$ cat config.mk
export PLATFORM = sky130hd
export DESIGN_NAME = firewall_rule_first_match
export DESIGN_NICKNAME = d
export VERILOG_FILES = /design/src/rtl/core/frfm_pkg.sv /design/src/rtl/core/firewall_rule_first_match.sv /design/src/rtl/core/frfm_cell.sv
export VERILOG_INCLUDE_DIRS = /design/src /design/src/rtl/core
export SDC_FILE = /design/constraint.sdc
export NUM_CORES = 2
export LEC_CHECK = 0
export BUFFER_PORTS_ARGS = -buffer_cell sky130_fd_sc_hd__buf_4
export CAP_MARGIN = 20
export CORE_MARGIN = 2
export CORE_UTILIZATION = 55
export DETAILED_ROUTE_END_ITERATION = 16
export HOLD_SLACK_MARGIN = 0.06
export PLACE_DENSITY_LB_ADDON = 0.12
export SLEW_MARGIN = 5
export SYNTH_ARGS = -nofsm -noshare
export SYNTH_HDL_FRONTEND = slang
export SYNTH_SLANG_ARGS = --single-unit
$ cat constraint.sdc
create_clock -name clk -period 296.3 [get_ports clk]
set_input_delay 29.63 -clock clk [delete_from_list [all_inputs] [get_ports clk]]
set_output_delay 29.63 -clock clk [all_outputs]
set_load 0.01 [all_outputs]
$ cat src/rtl/core/firewall_rule_first_match_assert.svh
// Assertion macros for the rule classifier.
// Define NO_ASSERTIONS to compile them away; no other dependencies.
`ifndef FIREWALL_RULE_FIRST_MATCH_ASSERT_SVH
`define FIREWALL_RULE_FIRST_MATCH_ASSERT_SVH
`ifndef NO_ASSERTIONS
`define FRFM_ASSERT_IMP(label, clk, rst_n, ante, cons) \
	label: assert property (@(posedge clk) disable iff (!rst_n) (ante) |-> (cons)) \
	else $error("assertion failed");
`define FRFM_ASSERT_NEXT(label, clk, rst_n, ante, cons) \
	label: assert property (@(posedge clk) disable iff (!rst_n) (ante) |=> (cons)) \
	else $error("assertion failed");
`else
`define FRFM_ASSERT_IMP(label, clk, rst_n, ante, cons)
`define FRFM_ASSERT_NEXT(label, clk, rst_n, ante, cons)
`endif
`endif

$ cat src/rtl/core/frfm_pkg.sv
// Shared constants, types and rule-match function for the rule classifier.
// No dependencies.
`default_nettype none
package frfm_pkg;
	localparam int RULE_SLOTS_DEF = 64;
	localparam logic [15:0] PORT_WILD = 16'd0;
	localparam logic [15:0] PORT_ABOVE = 16'd1023;
	localparam logic [7:0] PROTO_ICMP = 8'd1;
	localparam logic [7:0] PROTO_TCP = 8'd6;
	localparam logic [7:0] PROTO_UDP = 8'd17;
	localparam logic [7:0] PROTO_ANY = 8'd143;
	localparam logic [7:0] PROTO_OTHER = 8'd255;
	localparam logic [1:0] DIR_ANY = 2'd3;
	localparam logic [1:0] ACK_NO = 2'd1;
	localparam logic [1:0] ACK_YES = 2'd2;
	localparam logic [1:0] ACK_ANY = 2'd3;
	localparam logic [1:0] REASON_MATCH = 2'd0;
	localparam logic [1:0] REASON_NOMATCH = 2'd1;
	localparam logic [1:0] REASON_XMAS = 2'd2;

	typedef struct packed {
		logic [31:0] src;
		logic [31:0] dst;
		logic [5:0]  slen;
		logic [5:0]  dlen;
		logic [15:0] sp;
		logic [15:0] dp;
		logic [7:0]  proto;
		logic [1:0]  dir;
		logic [1:0]  ack;
		logic        acc;
	} rule_t;

	typedef struct packed {
		logic [31:0] src;
		logic [31:0] dst;
		logic [15:0] sp;
		logic [15:0] dp;
		logic [7:0]  proto;
		logic [1:0]  dir;
		logic        ack;
	} pkt_t;

	typedef enum logic [1:0] {ST_IDLE, ST_SCAN, ST_DONE} state_t;

	function automatic logic [31:0] len_to_mask(input logic [5:0] len);
		logic [31:0] m;
		if (len == 6'd0) m = '0;
		else if (len >= 6'd32) m = '1;
		else m = 32'hFFFF_FFFF << (6'd32 - len);
		return m;
	endfunction

	function automatic logic port_hits(input logic [15:0] rp, input logic [15:0] pp);
		logic h;
		if (rp == PORT_WILD) h = 1'b1;
		else if (rp == PORT_ABOVE) h = (pp >= PORT_ABOVE);
		else h = (rp == pp);
		return h;
	endfunction

	function automatic logic rule_hits(input rule_t r, input pkt_t p);
		logic [31:0] sm;
		logic [31:0] dm;
		logic base;
		logic ackh;
		logic ports;
		sm = len_to_mask(r.slen);
		dm = len_to_mask(r.dlen);
		base = (r.dir == DIR_ANY || r.dir == p.dir)
			&& ((r.src & sm) == (p.src & sm))
			&& ((r.dst & dm) == (p.dst & dm))
			&& (r.proto == PROTO_ANY || r.proto == p.proto);
		ports = port_hits(r.sp, p.sp) && port_hits(r.dp, p.dp);
		if (r.ack == ACK_NO) ackh = !p.ack;
		else if (r.ack == ACK_YES) ackh = p.ack;
		else ackh = 1'b1;
		return base && ((p.proto == PROTO_ICMP)
			|| (p.proto == PROTO_TCP && ports && ackh)
			|| (p.proto == PROTO_UDP && ports));
	endfunction
endpackage
`default_nettype wire

$ cat src/rtl/core/firewall_rule_first_match.sv
// Top level of the first-match rule classifier: control, write path and cell ring.
// Depends on frfm_pkg, frfm_cell and the assertion macro header.
`default_nettype none
`include "firewall_rule_first_match_assert.svh"
// Rules live in a ring of RULE_SLOTS cells that rotates one step per cycle
// while a beat is in its scan; a classify beat compares the packet against
// the rule at the ring head each cycle. The result strobe follows the full
// rotation, and a new beat can be taken in the idle cycle that follows the
// strobe. A rule write is also a full rotation, which replaces the chosen
// slot as it passes. Xmas TCP packets skip the rotation: their result
// strobe comes in the cycle right after the accepting edge. busy stays high
// up to and through the result strobe; the result sits on the ports for one
// cycle only and the receiver cannot stall it, so it must take every beat as
// it comes.
module firewall_rule_first_match
	import frfm_pkg::*;
#(
	parameter int RULE_SLOTS = RULE_SLOTS_DEF
) (
	input  wire         clk,
	input  wire         arst_n,
	input  wire         start,
	output logic        busy,
	input  wire         cfg_we,
	input  wire  [6:0]  cfg_wdata,
	input  wire         action,
	input  wire  [5:0]  slot,
	input  wire  [31:0] source_address,
	input  wire  [31:0] dest_address,
	input  wire  [5:0]  source_prefix_len,
	input  wire  [5:0]  dest_prefix_len,
	input  wire  [15:0] source_port,
	input  wire  [15:0] dest_port,
	input  wire  [7:0]  protocol,
	input  wire  [1:0]  direction,
	input  wire  [3:0]  flag_bits,
	input  wire         rule_accepts,
	output logic        done,
	output logic        write_valid,
	output logic        accept,
	output logic [1:0]  reason_kind,
	output logic [5:0]  matched_slot
);
	localparam int CW = $clog2(RULE_SLOTS + 1);

	state_t state_q, state_nxt;
	logic [CW-1:0] idx_q;
	logic [6:0] count_q;
	logic [CW-1:0] limit;
	logic act_q, found_q, acc_q, wok_q, xmas_q;
	logic [5:0] slot_q, mslot_q;
	pkt_t pkt_q;
	rule_t wrule_q;
	rule_t ring [RULE_SLOTS];
	rule_t ring_in [RULE_SLOTS];
	logic shift;
	logic scan_end;
	logic in_ok;
	logic hit;

	assign limit = (32'(count_q) > 32'(RULE_SLOTS)) ? CW'(RULE_SLOTS) : CW'(count_q);
	assign shift = (state_q == ST_SCAN);
	assign scan_end = (idx_q == CW'(RULE_SLOTS - 1));
	assign hit = act_q && !found_q && (idx_q < limit) && rule_hits(ring[0], pkt_q);

	// Ring: cell k takes cell k+1, the last cell takes the head (or the new rule).
	genvar g;
	generate
		for (g = 0; g < RULE_SLOTS; g++) begin : g_cell
			if (g == RULE_SLOTS - 1) begin : g_last
				assign ring_in[g] = (!act_q && wok_q && CW'(slot_q) == idx_q)
					? wrule_q : ring[0];
			end else begin : g_mid
				assign ring_in[g] = ring[g+1];
			end
			frfm_cell u_cell (
				.clk(clk), .shift(shift), .rule_in(ring_in[g]), .rule_out(ring[g])
			);
		end
	endgenerate

	assign in_ok = (direction != 2'd0) && (source_prefix_len <= 6'd32)
		&& (dest_prefix_len <= 6'd32)
		&& (protocol == PROTO_ICMP || protocol == PROTO_TCP || protocol == PROTO_UDP
			|| protocol == PROTO_ANY || protocol == PROTO_OTHER)
		&& (flag_bits >= 4'd1) && (flag_bits <= 4'd3)
		&& (32'(slot) < 32'(RULE_SLOTS));

	always_comb begin
		state_nxt = state_q;
		case (state_q)
			ST_IDLE: if (start) state_nxt = (action && protocol == PROTO_TCP
				&& flag_bits[3:1] != 3'd0) ? ST_DONE : ST_SCAN;
			ST_SCAN: if (scan_end) state_nxt = ST_DONE;
			ST_DONE: state_nxt = ST_IDLE;
			default: state_nxt = ST_IDLE;
		endcase
	end

	always_comb begin
		busy = (state_q != ST_IDLE);
		done = (state_q == ST_DONE);
		write_valid = done && !act_q && wok_q;
		accept = done && act_q && !xmas_q && found_q && acc_q;
		reason_kind = !(done && act_q) ? REASON_MATCH
			: xmas_q ? REASON_XMAS : found_q ? REASON_MATCH : REASON_NOMATCH;
		matched_slot = (done && act_q && !xmas_q && found_q) ? mslot_q : 6'd0;
	end

	always_ff @(posedge clk or negedge arst_n) begin
		if (!arst_n) begin
			state_q <= ST_IDLE;
			count_q <= '0;
			idx_q   <= '0;
			found_q <= 1'b0;
		end else begin
			state_q <= state_nxt;
			if (cfg_we) count_q <= cfg_wdata;
			if (state_q == ST_IDLE) begin
				idx_q <= '0;
				found_q <= 1'b0;
			end else if (shift) begin
				idx_q <= idx_q + 1'b1;
				if (hit) found_q <= 1'b1;
			end
		end
	end

	always_ff @(posedge clk) begin
		if (state_q == ST_IDLE && start) begin
			act_q <= action;
			slot_q <= slot;
			wok_q <= in_ok;
			xmas_q <= action && protocol == PROTO_TCP && flag_bits[3:1] != 3'd0;
			pkt_q <= '{src: source_address, dst: dest_address, sp: source_port,
				dp: dest_port, proto: protocol, dir: direction, ack: flag_bits[0]};
			wrule_q <= '{src: source_address, dst: dest_address,
				slen: source_prefix_len, dlen: dest_prefix_len, sp: source_port,
				dp: dest_port, proto: protocol, dir: direction, ack: flag_bits[1:0],
				acc: rule_accepts};
		end
		if (hit) begin
			acc_q <= ring[0].acc;
			mslot_q <= 6'(idx_q);
		end
	end

	`FRFM_ASSERT_IMP(a_done_busy, clk, arst_n, done, busy)
	`FRFM_ASSERT_NEXT(a_done_idle, clk, arst_n, done, !busy)
	`FRFM_ASSERT_IMP(a_one_kind, clk, arst_n, write_valid, reason_kind == REASON_MATCH && !accept)
	`FRFM_ASSERT_IMP(a_xmas_drop, clk, arst_n, done && reason_kind == REASON_XMAS, !accept)
endmodule
`default_nettype wire

$ cat src/rtl/core/frfm_cell.sv
// One rule-holding cell of the shift chain: stores a rule and hands it on.
// Depends on frfm_pkg.
`default_nettype none
module frfm_cell
	import frfm_pkg::*;
(
	input  wire   clk,
	input  wire   shift,
	input  rule_t rule_in,
	output rule_t rule_out
);
	rule_t rule_q;
	always_ff @(posedge clk) begin
		if (shift) begin
			rule_q <= rule_in;
		end
	end
	assign rule_out = rule_q;
endmodule
`default_nettype wire
==> impl_table.tex <==
\begin{tabular}{lr}
\hline
Metric & Value \\
\hline
\multicolumn{2}{l}{\textbf{Yosys}} \\
\quad Most frequent cell after synthesis & edfxtp\_1 \\
\quad FFs w/ async S/R, synth & 0.00215 \\
\quad Most used flip-flop cell after synthesis & edfxtp\_1 \\
\quad Post-synthesis compound-gate area fraction & 0.00382 \\
\quad Net count after synthesis & 8687 \\
\quad Synthesized area divided by synthesized cell count & 28.4 um2 \\
\quad Count of yosys warnings during synthesis & 0 \\
\quad Commonest cells in the synthesized netlist & edfxtp\_1, mux2\_2, xnor2\_1, xor2\_1, o21ai\_0 \\
\quad Mapped Cells & 8531 \\
\quad Number of enable flip-flop cells after synthesis & 7881 \\
\quad Number of distinct library cells after synthesis & 68 \\
\quad Multiplexer area fraction after synthesis & 0.00563 \\
\quad \#FFs+latches synth & 7898 \\
\quad Leading area contributor after synthesis & edfxtp\_1 \\
\quad Synth Area in XOR/XNOR & 0.00416 \\
\quad Share of the synthesized area in the top cell type & 0.978 \\
\quad Sequential element share of the synthesized area & 0.980 \\
\quad Fraction of the mapped netlist area in adder cells & 0.000776 \\
\quad Post-synthesis cell area & 242000 um2 \\
\quad Simple-Gate Fraction of Synth Area & 0.00441 \\
\quad Largest family of logic cells by synthesized area & multiplexers \\
\quad Top cells by area in the synthesized netlist & edfxtp\_1, mux2\_2, xnor2\_1, dfrtp\_1, xor2\_1 \\
\multicolumn{2}{l}{\textbf{Power and ir drop}} \\
\quad Leakage power & 98.7 nW \\
\quad Largest vdd supply drop & 0.00000913 V \\
\quad Total power divided by cell area & 12.3 nW/um2 \\
\multicolumn{2}{l}{\textbf{Min path}} \\
\quad Beginning of the worst hold path & g\_cell[35].u\_cell.rule\_out[45] \\
\quad Class of the worst hold path & flop to flop \\
\multicolumn{2}{l}{\textbf{STA}} \\
\quad Final clock period utilization by the worst path & 0.110 \\
\quad Accumulated negative setup slack & 0 ns \\
\quad Final Hold Violating Endpoints & 0 \\
\quad Worst-case hold slack & 0.388 ns \\
\quad Actual slew at the worst max-slew pin & 1.29 ns \\
\quad Peak Freq & 0.0308 GHz \\
\quad Skew final & 0.0566 ns \\
\quad Time the worst path needs with I/O delays and setup & 32.49 ns \\
\quad Max-slew violation count & 0 \\
\quad Number of setup violations in the final report & 0 \\
\quad Max-slew headroom at the worst pin & 0.142 \\
\quad RSZ-0062 raised after global routing & no \\
\quad Final critical-path setup slack & 263.81 ns \\
\multicolumn{2}{l}{\textbf{Finish}} \\
\quad Filler cells & 28500 \\
\quad Reg area & 237000 um2 \\
\quad Share of post-route cells with drive strength above 1 & 0.136 \\
\quad Post-route design area & 275000 um2 \\
\quad Multi-input logic area & 4550 um2 \\
\quad Number of nets at the end of the flow & 9651 \\
\quad Area Overhead vs Synth & 13.5\% \\
\multicolumn{2}{l}{\textbf{Global routing}} \\
\quad GR Util All Layers & 0.137 \\
\quad Maximum number of pins on one net before global-route repair & 231 \\
\quad Total congestion overflow after global routing & 0 \\
\quad Via count of the first global-routing pass & 80100 \\
\quad Global-route wire length before repair & 476 mm \\
\quad Initial antenna violation count & 10 \\
\multicolumn{2}{l}{\textbf{Critical path}} \\
\quad Crit path largest cell delay & 0.63 ns \\
\quad Worst path bufs/invs & 1 \\
\quad Path type of the worst setup path & flop to primary output \\
\quad Worst path arrival time & 2.86 ns \\
\quad Crit path from & state\_q[1] \\
\quad WP data required & 266.67 ns \\
\quad Top fanout value on the critical path & 16 \\
\quad CP max stage cell & dfrtp\_1 \\
\quad Worst flop-to-flop path startpoint & state\_q[1] \\
\quad Cell class contributing the biggest share of worst-path delay & simple AND/OR/NAND/NOR gates \\
\quad Sequence of cells on the critical path & nor2b\_1 > nand2\_1 > nor3\_1 > and2\_1 > buf\_4 \\
\quad Kind of start point of the critical path & flop \\
\quad Endpoint type of the worst setup path & primary output \\
\multicolumn{2}{l}{\textbf{Placed design}} \\
\quad Number of I/O port buffers & 152 \\
\quad Placed standard-cell area & 251000 um2 \\
\quad Final weighted congestion in routability-driven placement & 0.816 \\
\quad Dpl ws & 264.46 ns \\
\quad Final HPWL from detailed placement & 149 mm \\
\multicolumn{2}{l}{\textbf{CTS}} \\
\quad Clock root buffer & clkbuf\_16 \\
\quad Clock insertion delay at the later pin of the skew report & 1.06 ns \\
\quad Clock input transition at the sequential cells of the worst setup and hold paths & 0.06 ns \\
\quad Total clock sinks & 7898 \\
\quad Buffer levels on the longest clock path & 4 \\
\quad Buffers inserted by post-CTS timing repair & 0 \\
\quad CTS Buf Count & 745 \\
\quad TritonCTS clock tree & done \\
\quad Hold-fix buffers at CTS & 0 \\
\quad Total of cells resized after clock tree synthesis & 0 \\
\quad H-tree depth reported by CTS & 6 \\
\multicolumn{2}{l}{\textbf{Drt}} \\
\quad DRT antenna net count & 0 \\
\quad Number of vias in the routed layout & 81300 \\
\quad First DRT Iteration DRCs & 8854 \\
\quad Average wire per cell in the routed design & 19.6 um \\
\quad Routed vias/inst & 5.13 \\
\quad Final WL & 312 mm \\
\quad \# DRC & 0 \\
\quad Pre-antenna DRT Iters & 9 \\
\multicolumn{2}{l}{\textbf{Die}} \\
\quad Ports & 153 \\
\quad Die outline area & 445000 um2 \\
\quad Core box area & 438000 um2 \\
\quad Starting utilization of the core area & 0.552 \\
\quad Cell Rows & 243 \\
\quad Die Y & 667 um \\
\quad Die extent in x & 667 um \\
\multicolumn{2}{l}{\textbf{Run status}} \\
\quad Outcome & completed \\
\multicolumn{2}{l}{\textbf{Run}} \\
\quad Number of maximum-capacitance constraint violations & 0 \\
\hline
\end{tabular}
[worst paths after layout]
check                                                 end  slack (ns)  depth (start not counted)
max                                       matched_slot[0]      263.81                          5
min                        g_cell[34].u_cell.rule_out[45]        0.39                          0
max reg2reg                g_cell[57].u_cell.rule_out[30]      285.76                         13
min reg2reg                g_cell[34].u_cell.rule_out[45]        0.39                          0
max in group asynchronous                         found_q      267.62                          1
min in group asynchronous                      count_q[1]       28.48                          1
[routing by layer]
metal	track usage	part of all wire	routed length (um)	up-vias
met2	0.190	0.44	137000	1668
met3	0.0252	0.043	13500	701
met4	0.0460	0.027	8260	2
li1	-	-	-	36800
met5	0	0.000042	13	-
met1	0.221	0.49	153000	42200
[flip-flops by register name, summed over array words and instances (netlist names)]
signal                  count
acc_q                       1
act_q                       1
count_q                     7
found_q                     1
g_cell.u_cell.rule_out   7744
idx_q                       7
mslot_q                     6
slot_q                      6
state_q                     2
wok_q                       1
wrule_q                   121
xmas_q                      1
[power breakdown]
part,internal [mW],switching [mW]
Clock,0.520,0.383
Combinational,0.0310,0.194
Sequential,2.07,0.182
[cell usage in the layout, fill, tap and decap left out, drive strengths merged, types with 35 or more instances in the layout]
cell type,netlist,routed
xnor2,75,75
inv,25,35
buf,14,245
mux2,120,120
edfxtp,7881,7881
bufinv,0,57
o21ai,36,36
nand2,35,35
xor2,40,40
clkbuf,14,931
clkinv,0,333
[stage by stage]
stage | util | instances | total power, mW
after global placement | 0.573 | 14500 | 2.48
after detailed placement | 0.573 | 14500 | 2.49
after CTS | 0.627 | 15800 | 3.43
final | 0.627 | 15900 | 3.38
after floorplan | - | 8531 | 5.25
after global routing | 0.627 | 15900 | 3.54
[cells by family after synthesis]
group / after synthesis
buffers and inverters: 53
DFF: 7898
and+or+nand+nor: 190
xor gates and xnor gates: 115
muxes: 121
adders and majority gates: 15
AOI/OAI and AO/OA: 139
[worst register-to-register path, cell delays in order, from the launching register on]
cell	delay, ns
dfrtp_1	0.55
nand2b_1	0.34
inv_8	0.50
buf_4	0.97
buf_4	0.88
buf_4	0.90
buf_4	0.77
buf_4	0.84
buf_12	0.80
buf_4	0.96
buf_4	0.78
buf_4	0.47
buf_16	0.34
buf_12	0.78
[final cells by class]
cell class / count / share of cell area
Multi-Input combinational cell: 580 / 0.0166
Sequential cell: 7898 / 0.864
Clock inverter: 409 / 0.0137
Antenna cell: 11 / 0.000100
Timing Repair Buffer: 245 / 0.00773
Tap cell: 5757 / 0.0262
Inverter: 25 / 0.000387
Clock buffer: 931 / 0.0717
Power figures use the tool's default switching activity.
